--- src/rtl/core/signed_varint_codec_defines.svh ---
// Assertion macros for the signed varint codec.
`ifndef SIGNED_VARINT_CODEC_DEFINES_SVH
`define SIGNED_VARINT_CODEC_DEFINES_SVH

// Same-cycle implication, sampled on clk, off during rst.
`define SVC_ASSERT_NOW(lbl, ante, cons, msg) \
  lbl: assert property (@(posedge clk) disable iff (rst) (ante) |-> (cons)) else $error(msg);

// Next-cycle implication, sampled on clk, off during rst.
`define SVC_ASSERT_NEXT(lbl, ante, cons, msg) \
  lbl: assert property (@(posedge clk) disable iff (rst) (ante) |=> (cons)) else $error(msg);

`endif

--- src/rtl/core/svc_pkg.sv ---
// Shared types, codes and helper functions for the signed varint codec.
package svc_pkg;

  localparam int VALUE_W         = 64;
  localparam int GROUP_W         = 7;
  localparam int MAX_GROUPS_WIDE = 9;
  localparam int MAX_GROUPS_NARR = 5;
  localparam int END_BIT         = 7;
  localparam int SIGN_BIT        = 6;

  typedef logic [3:0] grp_idx_t;

  localparam logic OP_ENCODE  = 1'b0;
  localparam logic OP_DECODE  = 1'b1;
  localparam logic KIND_BYTE  = 1'b0;
  localparam logic KIND_VALUE = 1'b1;

  typedef struct packed {
    logic                 done;
    logic [VALUE_W-1:0]   value;
  } dec_res_t;

  function automatic logic [VALUE_W-1:0] sext32(logic [VALUE_W-1:0] x);
    return {{(VALUE_W-32){x[31]}}, x[31:0]};
  endfunction

  // 7-bit group idx of v, group 0 being the least significant.
  function automatic logic [GROUP_W-1:0] group_at(logic [VALUE_W-1:0] v, grp_idx_t idx);
    logic [GROUP_W-1:0] r;
    r = '0;
    for (int i = 0; i < MAX_GROUPS_WIDE; i++) begin
      if (idx == grp_idx_t'(i)) begin
        r = v[GROUP_W*i +: GROUP_W];
      end
    end
    return r;
  endfunction

endpackage

--- src/rtl/core/svc_sizer.sv ---
// Group count for an encode item: index of its most significant group.
module svc_sizer (
  input  logic [63:0]        value,
  input  logic               wide,
  output svc_pkg::grp_idx_t  nm1
);
  import svc_pkg::*;

  grp_idx_t           cap;
  logic [VALUE_W-1:0] t;

  always_comb begin
    cap = wide ? grp_idx_t'(MAX_GROUPS_WIDE - 1) : grp_idx_t'(MAX_GROUPS_NARR - 1);
    nm1 = cap;
    t   = '0;
    // walk down so the smallest fitting count wins
    for (int n = MAX_GROUPS_WIDE - 1; n >= 1; n--) begin
      t = $signed(value) >>> (GROUP_W * n - 1);
      if (((&t) || (~|t)) && (grp_idx_t'(n) <= cap)) begin
        nm1 = grp_idx_t'(n - 1);
      end
    end
  end

endmodule

--- src/rtl/core/svc_dec.sv ---
// Decode accumulator: shifts in one stream byte per step.
module svc_dec (
  input  logic               clk,
  input  logic               rst,
  input  logic               step,
  input  logic [7:0]         byte_in,
  input  logic               wide,
  output svc_pkg::dec_res_t  res
);
  import svc_pkg::*;

  logic [VALUE_W-1:0] acc;
  logic [VALUE_W-1:0] acc_next;
  logic [VALUE_W-1:0] base;
  logic               in_number;

  always_comb begin
    // first byte of a number presets the sign fill
    base      = in_number ? acc : {VALUE_W{byte_in[SIGN_BIT]}};
    acc_next  = {base[VALUE_W-GROUP_W-1:0], byte_in[GROUP_W-1:0]};
    res.done  = byte_in[END_BIT];
    res.value = wide ? acc_next : sext32(acc_next);
  end

  always_ff @(posedge clk) begin
    if (rst) begin
      acc       <= '0;
      in_number <= 1'b0;
    end else if (step) begin
      acc       <= acc_next;
      in_number <= !byte_in[END_BIT];
    end
  end

endmodule

--- src/rtl/core/signed_varint_codec.sv ---
// Signed varint codec top level: item register, encode emitter, result register.
// An accepted item waits in the item register; its first result is then written to the result register.
// Throughput: decode takes one byte per cycle while the output is not stalled; encode
// holds the input until its last byte is emitted, one per group, paced by the result register.
// Reset (rst, synchronous): clears valids, decode state; wide_mode returns to 1.
module signed_varint_codec (
  input  logic               clk,
  input  logic               rst,
  input  logic               cfg_we,
  input  logic               cfg_data,
  input  logic               in_valid,
  output logic               in_stall,
  input  logic               op,
  input  logic signed [63:0] value_in,
  input  logic [7:0]         byte_in,
  output logic               out_valid,
  input  logic               out_stall,
  output logic               kind,
  output logic [7:0]         byte_out,
  output logic signed [63:0] value_out,
  output logic               last
);
  import svc_pkg::*;

  `include "signed_varint_codec_defines.svh"

  logic               wide_mode;

  logic               item_valid;
  logic               item_op;
  logic [VALUE_W-1:0] item_value;
  logic [7:0]         item_byte;
  grp_idx_t           item_nm1;

  logic               enc_busy;
  grp_idx_t           enc_idx;

  logic [VALUE_W-1:0] value_ext;
  grp_idx_t           nm1_in;
  grp_idx_t           cur_idx;
  logic               advance;
  logic               work;
  logic               consume;
  logic               dec_step;
  logic               enc_last;
  dec_res_t           dec_res;

  assign value_ext = wide_mode ? VALUE_W'(value_in) : sext32(VALUE_W'(value_in));

  svc_sizer u_sizer (
    .value (value_ext),
    .wide  (wide_mode),
    .nm1   (nm1_in)
  );

  svc_dec u_dec (
    .clk     (clk),
    .rst     (rst),
    .step    (dec_step),
    .byte_in (item_byte),
    .wide    (wide_mode),
    .res     (dec_res)
  );

  always_comb begin
    advance  = !out_valid || !out_stall;
    work     = item_valid && advance;
    cur_idx  = enc_busy ? enc_idx : item_nm1;
    enc_last = (cur_idx == '0);
    dec_step = work && (item_op == OP_DECODE);
    consume  = work && ((item_op == OP_DECODE) || enc_last);
    in_stall = item_valid && !consume;
  end

  always_ff @(posedge clk) begin
    if (rst) begin
      wide_mode <= 1'b1;
    end else if (cfg_we) begin
      wide_mode <= cfg_data;
    end
  end

  // item register
  always_ff @(posedge clk) begin
    if (rst) begin
      item_valid <= 1'b0;
    end else if (!item_valid || consume) begin
      item_valid <= in_valid;
    end
  end

  always_ff @(posedge clk) begin
    if (in_valid && !in_stall) begin
      item_op    <= op;
      item_value <= value_ext;
      item_byte  <= byte_in;
      item_nm1   <= nm1_in;
    end
  end

  // encode emitter: counts groups down to zero
  always_ff @(posedge clk) begin
    if (rst) begin
      enc_busy <= 1'b0;
      enc_idx  <= '0;
    end else if (work && (item_op == OP_ENCODE)) begin
      enc_busy <= !enc_last;
      enc_idx  <= cur_idx - grp_idx_t'(1);
    end
  end

  // result register
  always_ff @(posedge clk) begin
    if (rst) begin
      out_valid <= 1'b0;
    end else if (advance) begin
      out_valid <= item_valid && ((item_op == OP_ENCODE) || dec_res.done);
    end
  end

  always_ff @(posedge clk) begin
    if (work) begin
      if (item_op == OP_ENCODE) begin
        kind      <= KIND_BYTE;
        byte_out  <= {enc_last, group_at(item_value, cur_idx)};
        value_out <= '0;
        last      <= enc_last;
      end else begin
        kind      <= KIND_VALUE;
        byte_out  <= '0;
        value_out <= dec_res.value;
        last      <= 1'b1;
      end
    end
  end

  `SVC_ASSERT_NOW(a_byte_flag_is_last, out_valid && (kind == KIND_BYTE), byte_out[END_BIT] == last, "end flag and last disagree")
  `SVC_ASSERT_NOW(a_value_is_single, out_valid && (kind == KIND_VALUE), last && (byte_out == '0), "decoded value result malformed")
  `SVC_ASSERT_NOW(a_busy_has_encode, enc_busy, item_valid && (item_op == OP_ENCODE), "emitter busy without encode item")
  `SVC_ASSERT_NEXT(a_encode_emits, work && (item_op == OP_ENCODE), out_valid && (kind == KIND_BYTE), "encode step gave no byte")

endmodule

--- config.mk ---
export PLATFORM = sky130hd
export DESIGN_NAME = signed_varint_codec
export DESIGN_NICKNAME = d
export VERILOG_FILES = /design/src/rtl/core/svc_pkg.sv /design/src/rtl/core/svc_sizer.sv /design/src/rtl/core/svc_dec.sv /design/src/rtl/core/signed_varint_codec.sv
export VERILOG_INCLUDE_DIRS = /design/src /design/src/rtl/core
export SDC_FILE = /design/constraint.sdc
export NUM_CORES = 1
export LEC_CHECK = 0
export BUFFER_PORTS_ARGS = -buffer_cell sky130_fd_sc_hd__buf_2
export CORE_AREA = 10 10 216 136
export DETAILED_ROUTE_END_ITERATION = 7
export DIE_AREA = 0 0 226 146
export GPL_TIMING_DRIVEN = 1
export PLACE_DENSITY = 0.58
export SETUP_SLACK_MARGIN = 0.02
export SYNTH_ARGS = -nofsm -noshare
export SYNTH_HDL_FRONTEND = slang
export SYNTH_SLANG_ARGS = --single-unit
--- constraint.sdc ---
create_clock -name clk -period 6.3 [get_ports clk]
set_input_delay 0.315 -clock clk [delete_from_list [all_inputs] [get_ports clk]]
set_output_delay 0.315 -clock clk [all_outputs]
set_load 0.005 [all_outputs]
==> results.md, run 1 <==
- Internal: 0.00252 W
- Critical path data arrival time: 3680 ps
- Via density: approximately 5.2
- Worst path required time: 6440 ps
- Global route overflow: 0
- Fmax: 283 MHz
- Post-CTS setup buffers: 0
- Worst-path fanout max: 42
- Ant. Diodes: 0
- Worst Skew: 9.89 ps
- Tightest Pin Transition: 1180 ps
- Status: completed
- Design area: 10900 um2
- Tmin final: 3540 ps
- Worst-path clk slew: about 60 ps
- # setup viols final: 0
- Area Growth Syn to Fin: 21.6%
- Post-cts resize count: 0
- Clk_lat worst skew: 510 ps
- Area after DPL: 10000 um2
- Pleak: 4.10 nW
- Async SR Flop Fraction: 0%
- IO Port Bufs: 154
- Clock power share: 39.5%
- Slew Limit Fails: 0
- Part of the power in combinational logic: 10.6%
- Tcrit/Tclk final: between 50% and 60%
- DP Wirelength: between 15000 and 20000 um
- Sink Count: 216
- Routed len/inst: between 15 and 20 um
- DR top layer: met4
- Total GRT Usage: about 15%
- Psw: around 0.00085 W
- Final hold vios: 0
- Count of cell types in the netlist: 53
- Setup CP Type: reg -> reg
- Max-capacitance violation count: 0
- WL final: ~26000 um
- Nets: 1048
- YS warnings: 0
- Initial DRC Count: between 600 and 700
- # rows: 46
- DR pass1 iterations: 5
- Core Region: 25700 um2
- Cell area power density: a little over 300 nW/um2
- Worst setup SP type: flop
- Filler Cell Count: 2496
- Bufs on Longest Clock Path: 3
- Cts bufs inserted: 23
- Register area share after synthesis: between 60 and 70%
- Starting Density: 35.0%
- Largest net degree at the start of global routing: 110
- CP Capture Type: flop
- Hold_buf cts: 18
- EDFF count, synth: 150
- Worst vdd ir: 0.159 mV
- Vias in the first global route: 6683
- Root Buffer Master: clkbuf_16
- Routability Congestion: 0.851
- # H-tree levels: 1
- Syn Area/Cell: between 10 and 15 um2
- Switching part of the total: 25.1%
- I/O Pins: about 160
- Multi-input gate area: 2940 um2
- RSZ-0062 raised after global routing: false
- Share of power burned in registers: 50.0%
- Die Wd: between 200 and 250 um
- M1 WL: 12800 um
- Worst slew margin relative to its limit: approximately a fifth
- Mapped Area: 9010 um2
- Met2 Wirelength: 10300 um
- DRT antenna net count: 0
- Hold Path Class: in -> reg
- Detailed-route via count: 6842
- Cells after Synth: 820
- Global-route wire length before repair: 40000 um
- Initial antenna violation count: 0
- Post-Syn Nets: 904
- Total die area: between 30000 and 40000 um2
- Setup TNS: 0 ps
- Reg area: 5830 um2
- CTS tree: built
- Met3 wire len: 2300 um
- Ys flop type: edfxtp_1
- Layout cells sized above 1: 21.8%
- Die Y: 146 um
- Post-route DRC: 0
- Synthesis-stage register bit count: 216
## state kept, by name, indices dropped and copies added (netlist names)
signal	cells
item_value	63
enc_busy	1
item_op	1
byte_out	8
last	1
item_byte	8
item_valid	1
u_dec.acc	57
enc_idx	4
item_nm1	4
wide_mode	1
u_dec.in_number	1
value_out	64
kind	1
out_valid	1
## final timing paths
check	start	to	slack (ps)	depth (start not counted)
hold / removal	value_in[29]	item_value[29]$_DFFE_PP_	20	1
setup / recovery	enc_busy$_SDFFE_PP0P_	item_byte[7]$_DFFE_PP_	2760	6
setup reg to reg	enc_busy$_SDFFE_PP0P_	item_byte[7]$_DFFE_PP_	2760	6
hold reg to reg	item_byte[7]$_DFFE_PP_	u_dec.in_number$_SDFFE_PP0P_	450	1
## layout make-up
| class | count | area share, % |
|---|---|---|
| clock buffer | 26 | 5.45 |
| clock inverter | 15 | 1.20 |
| inverter | 11 | 0.377 |
| multi-input combinational | 534 | 26.8 |
| sequential | 216 | 53.2 |
| tap | 336 | 3.84 |
| timing repair buffer | 178 | 9.10 |
## routing by layer
metal,global-route usage [%],up-vias
met5,0,-
met4,3.26,0
met3,4.65,33
met2,20.5,242
met1,23.1,3234
li1,-,3333
## kinds of logic (layout without fill, tap and decap cells)
kind of cell	after synthesis	count (layout)	synth area share, %
multiplexers	6	6	0.708
AO/OA/AOI/OAI	222	222	16.1
AND/OR/NAND/NOR	300	300	14.7
adder cells (fa/ha/maj)	5	5	0.695
buffers and inverters	70	230	3.00
XOR/XNOR	1	1	0.0973
flip-flops	216	216	64.7
## per-stage QoR
step / hold slack, ps / util (%) / instances / worst slack (ps) / total power (W)
after global routing: 2.16 / 42.6 / 1316 / 2470 / 0.00350
after detailed placement: 444 / 39.0 / 1257 / 2750 / 0.00206
after CTS: 0.845 / 42.6 / 1316 / 2720 / 0.00340
final: 17.2 / 42.6 / 1316 / 2760 / 0.00337
after floorplan: 414 / - / 820 / 2600 / 0.00191
after global placement: 435 / 39.0 / 1257 / 2900 / 0.00206
## synthesized netlist by cell type, drive strengths merged, types with 3 or more instances
| cell type | count | share of area (%) |
|---|---|---|
| nor4b | 3 | 0.29 |
| a221o | 7 | 0.78 |
| a21boi | 3 | 0.25 |
| dfxtp | 66 | 15 |
| mux2 | 3 | 0.38 |
| ha | 5 | 0.69 |
| and3 | 4 | 0.28 |
| nand3 | 17 | 0.94 |
| nand4 | 13 | 0.90 |
| a22oi | 8 | 0.67 |
| nor3 | 10 | 0.56 |
| a21oi | 109 | 6.1 |
| inv | 10 | 0.42 |
| edfxtp | 150 | 50 |
| mux2i | 3 | 0.33 |
| o221ai | 7 | 0.68 |
| a211oi | 54 | 4.6 |
| clkbuf | 49 | 2.0 |
| buf | 10 | 0.50 |
| and2 | 12 | 0.83 |
| or3 | 4 | 0.28 |
| o211ai | 17 | 1.4 |
| nor4 | 6 | 0.49 |
| nor2 | 90 | 3.8 |
| nand2 | 128 | 5.3 |
| nor2b | 4 | 0.28 |
| o21ai | 4 | 0.22 |
## power groups by stage
stage	clock network, W	logic (W)	registers, W
after floorplan	0	0.000212	0.00170
after global placement	0	0.000346	0.00171
after detailed placement	0	0.000349	0.00172
after CTS	0.00136	0.000360	0.00169
after global routing	0.00141	0.000399	0.00169
final	0.00133	0.000356	0.00168
## layout by cell type (no fill, tap or decap), types with 2 or more instances in the layout
cell / count
nor2b_1: 3
edfxtp_1: 150
clkinv_1: 3
nor3_1: 10
nand2b_1: 2
nor4_1: 5
bufinv_16: 2
inv_1: 10
a211oi_1: 53
nor2_1: 90
and3_1: 3
o221ai_1: 7
dfxtp_1: 64
mux2i_1: 3
and2_1: 10
clkbuf_1: 2
o211ai_1: 17
nand4_1: 13
a21oi_1: 109
or3_1: 4
dlygate4sd3_1: 18
a22oi_1: 8
nand3_1: 17
clkbuf_16: 23
o2111ai_1: 2
mux2_2: 3
buf_2: 154
ha_1: 5
a21boi_1: 2
buf_4: 6
nor4b_1: 3
dfxtp_2: 2
clkinv_2: 7
clkinvlp_4: 2
a221o_1: 7
o21ai_0: 3
or4_1: 2
nand2_1: 128
## worst max-delay path, stage by stage, from the launching register on
cell	delay, ps
dfxtp_1	590
mux2i_1	540
ha_1	310
a21oi_1	110
o21ai_0	270
and2_2	730
buf_4	590
Note: power is estimated with default switching activity, not from simulation.
==> inputs of run 2 (changes only) <==
--- a/config.mk
+++ b/config.mk
@@ -6,12 +6,13 @@
 export SDC_FILE = /design/constraint.sdc
 export NUM_CORES = 1
 export LEC_CHECK = 0
+export ABC_AREA = 1
 export BUFFER_PORTS_ARGS = -buffer_cell sky130_fd_sc_hd__buf_2
-export CORE_AREA = 10 10 216 136
+export CORE_AREA = 10 10 228 143
 export DETAILED_ROUTE_END_ITERATION = 7
-export DIE_AREA = 0 0 226 146
+export DIE_AREA = 0 0 238 153
 export GPL_TIMING_DRIVEN = 1
-export PLACE_DENSITY = 0.58
+export PLACE_DENSITY = 0.57
 export SETUP_SLACK_MARGIN = 0.02
 export SYNTH_ARGS = -nofsm -noshare
 export SYNTH_HDL_FRONTEND = slang
==> constraint.sdc (replaced) <==
create_clock -name clk -period 3.28 [get_ports clk]
set_input_delay 0.164 -clock clk [delete_from_list [all_inputs] [get_ports clk]]
set_output_delay 0.164 -clock clk [all_outputs]
set_load 0.005 [all_outputs]
==> run 2 against run 1 <==
Compared with the run above:
- die area up 10%
- first-iteration DRC count up 29%
- highest routed layer unchanged
- area after synthesis up 12%
- sequential share of layout area down 6.1 points
- sequential cell count unchanged
==> results.md, run 2 <==
- Status: completed
- Synth area leader: edfxtp_1
- Detailed-route via count: 8325
- Worst path required time: 3470 ps
- # H-tree levels: 1
- Root Buffer Master: clkbuf_16
- Register area share after synthesis: 57.7%
- CP peak stage delay: 490 ps
- Tmin final: 2710 ps
- Post-CTS setup buffers: 0
- Routability Congestion: 0.896
- Worst slew margin relative to its limit: 26.3%
- Combinational family with the most area after synthesis: simple AND/OR/NAND/NOR gates
- Initial DRC Count: a little under 900
- Bufs on Longest Clock Path: 3
- Commonest non-fill, non-tap cells in the layout: nand2_1, buf_2, edfxtp_1, a21oi_1, nor2_1
- Synth top cells by count: nand2_1, edfxtp_1, a21oi_1, nor2_1, inv_1
- DR pass1 iterations: 5
- Ant. Diodes: 0
- Cells on Worst Hold Path: 3
- Worst Skew: 5.60 ps
- Post-synthesis simple-gate area fraction: 20.7%
- Register bank with the most flops: value_out
- Ys flop type: edfxtp_1
- RSZ-0062 raised after global routing: false
- Worst R2R End: item_value[55]$_DFFE_PP_
- CP max-delay cell: o21ai_0
- Worst-path fanout max: 37
- Layout cells sized above 1: about a fifth
- Async SR Flop Fraction: 0%
- Post-synth top area share: 44.6%
- I/O Pins: 155
- Count of cell types in the netlist: 37
- YS warnings: 0
- CP cell instances: o21ai_0 -> ha_1 -> inv_1 -> nor2_4 -> inv_1 -> nand2_1 -> a21oi_1 -> nor2_4 -> buf_12
- Hold Path Class: in -> reg
- Tcrit/Tclk final: between 80% and 90%
- Post-route DRC: 0
- Tightest Pin Transition: around 1100 ps
- Syn Area/Cell: 8.97 um2
- Largest net degree at the start of global routing: 108
- EDFF count, synth: 150
- Synthesis-stage register bit count: 216
- Setup TNS: 0 ps
- Nets: roughly 1400
- Worst vdd ir: 0.339 mV
- Largest regs: value_out (64), item_value (63), u_dec.acc (57)
- Post-cts resize count: 0
- # rows: 48
- DP Wirelength: about 21000 um
- Starting Density: 35.5%
- Die Y: around 150 um
- CTS tree: built
- Mapped Area: 10100 um2
- Compound-cell area share of the yosys netlist: 13.5%
- Crit. Startpoint: enc_busy$_SDFFE_PP0P_
- Die Wd: 238 um
- Area contributors post-synth: edfxtp_1, dfxtp_1, nand2_1
- Synth Area in Adders: less than 1%
- Vias in the first global route: 7847
- Xor/xnor cell area share of the yosys netlist: less than 1%
- Global route overflow: 0
- Max-capacitance violation count: 0
- Pleak: 5.08 nW
- Worst r2r src: enc_busy$_SDFFE_PP0P_
- Register-to-Register Setup Slack: 570 ps
- WL final: 29500 um
- CP Capture Type: flop
- Post-Syn Nets: 1209
- Cells after Synth: about 1100
- Post-synthesis mux area share: 0%
- Initial antenna violation count: 0
- Most common cell after layout, fill and taps aside: nand2_1
- Cts bufs inserted: 22
- Area Growth Syn to Fin: 22.6%
- Max reg flops: 64
- Cell with the most instances after synthesis: nand2_1
- # setup viols final: 0
- Global-route wire length before repair: 45600 um
- Final hold vios: 0
- Slew Limit Fails: 0
- Clk_lat worst skew: 500 ps
- Worst-path clk slew: 60 ps
- Setup CP Type: reg -> reg
- Hold Path End: item_value[32]$_DFFE_PP_
- Total die area: 36400 um2
- Routed len/inst: 17.4 um
- Core Region: 28400 um2
- Critical path data arrival time: 2900 ps
- Total GRT Usage: 15.5%
- DRT antenna net count: 0
- Min-delay src: value_in[32]
- Cell area power density: 527 nW/um2
- Power Total: 0.00652 W
- IO Port Bufs: 154
- Via density: between 4 and 5
- Fmax: ~370 MHz
- Sink Count: 216
- Worst setup SP type: flop
- Reg2reg path depth: 9
-- run 2: cell types whose count changed in the layout (fill, tap and decap cells not counted), sizes merged, moves of 8 or more --
cell	delta
dlygate4sd3	+27
a211oi	-54
o21ai	+92
o21a	+17
nor3	+9
a21oi	+34
nand2	+121
o211ai	-17
buf	+12
inv	+105
and2	-12
a22oi	-8
nand3	+44
nor2	+31
-- run 2: timing repair --
| action | 4_1_cts | 5_1_grt |
|---|---|---|
| endpoints found under the hold margin | 44 | 0 |
| setup endpoints to repair | 0 | 0 |
| hold buffers | 45 | 0 |
-- run 2: logic make-up after synthesis --
kind of cell,after synthesis
xor gates and xnor gates,1
AOI/OAI and AO/OA,259
adders and majority gates,5
DFF,216
buffers and inverters,173
and+or+nand+nor,471
-- run 2: final cells by class --
cell class,count,area [um2]
multi-input cells,736,3540
well taps,375,469
clock inverters,9,98.8
clock buffers,31,626
inverters,115,432
fillers,2756,16000
repair buffers,217,1380
flip-flops and latches,216,5830
-- run 2: critical path: cells and delay by family, from the launching register on --
kind,cells,cell delay (ps)
DFF,1,370
buffers and inverters,3,450
and+or+nand+nor,3,690
adders and majority gates,1,240
AOI/OAI and AO/OA,2,630
-- run 2: layer usage --
layer  vias up  track usage, %  share of wire [%]
met5         -               0                  0
met4         0            2.16               0.94
met3        29            4.18                9.0
met2       309            20.2                 38
met1      3849            24.8                 52
li1       4138               -                  -
-- run 2: how the worst max path moves through the flow --
stage          slack (ps)                  endpoint
2_1_floorplan         190    item_byte[0]$_DFFE_PP_
3_3_place_gp          700  item_value[30]$_DFFE_PP_
3_5_place_dp          560  item_value[56]$_DFFE_PP_
4_1_cts               540  item_value[48]$_DFFE_PP_
5_1_grt               250  item_value[48]$_DFFE_PP_
6_report              570  item_value[55]$_DFFE_PP_
-- run 2: metrics by stage --
| step | setup slack (ps) | hold WS, ps | instance area (um2) | util (%) | instances |
|---|---|---|---|---|---|
| 6_report | 566 | 30.2 | 12400 | 43.6 | 1699 |
| 5_1_grt | 251 | 26.2 | 12400 | 43.6 | 1699 |
| 4_1_cts | 537 | 3.88 | 12400 | 43.6 | 1699 |
| 3_5_place_dp | 555 | 351 | 11200 | 39.4 | 1614 |
| 3_3_place_gp | 696 | 344 | 11200 | 39.4 | 1614 |
| 2_1_floorplan | 187 | 263 | 10100 | - | 1125 |
-- run 2: power by group --
group          total (W)  switching [W]  leakage, nW  internal, W
logic           0.000827       0.000547         2.74     0.000280
clock network    0.00252        0.00103        0.351      0.00149
registers        0.00318      0.0000600         1.99      0.00312
total            0.00652        0.00164         5.08      0.00489
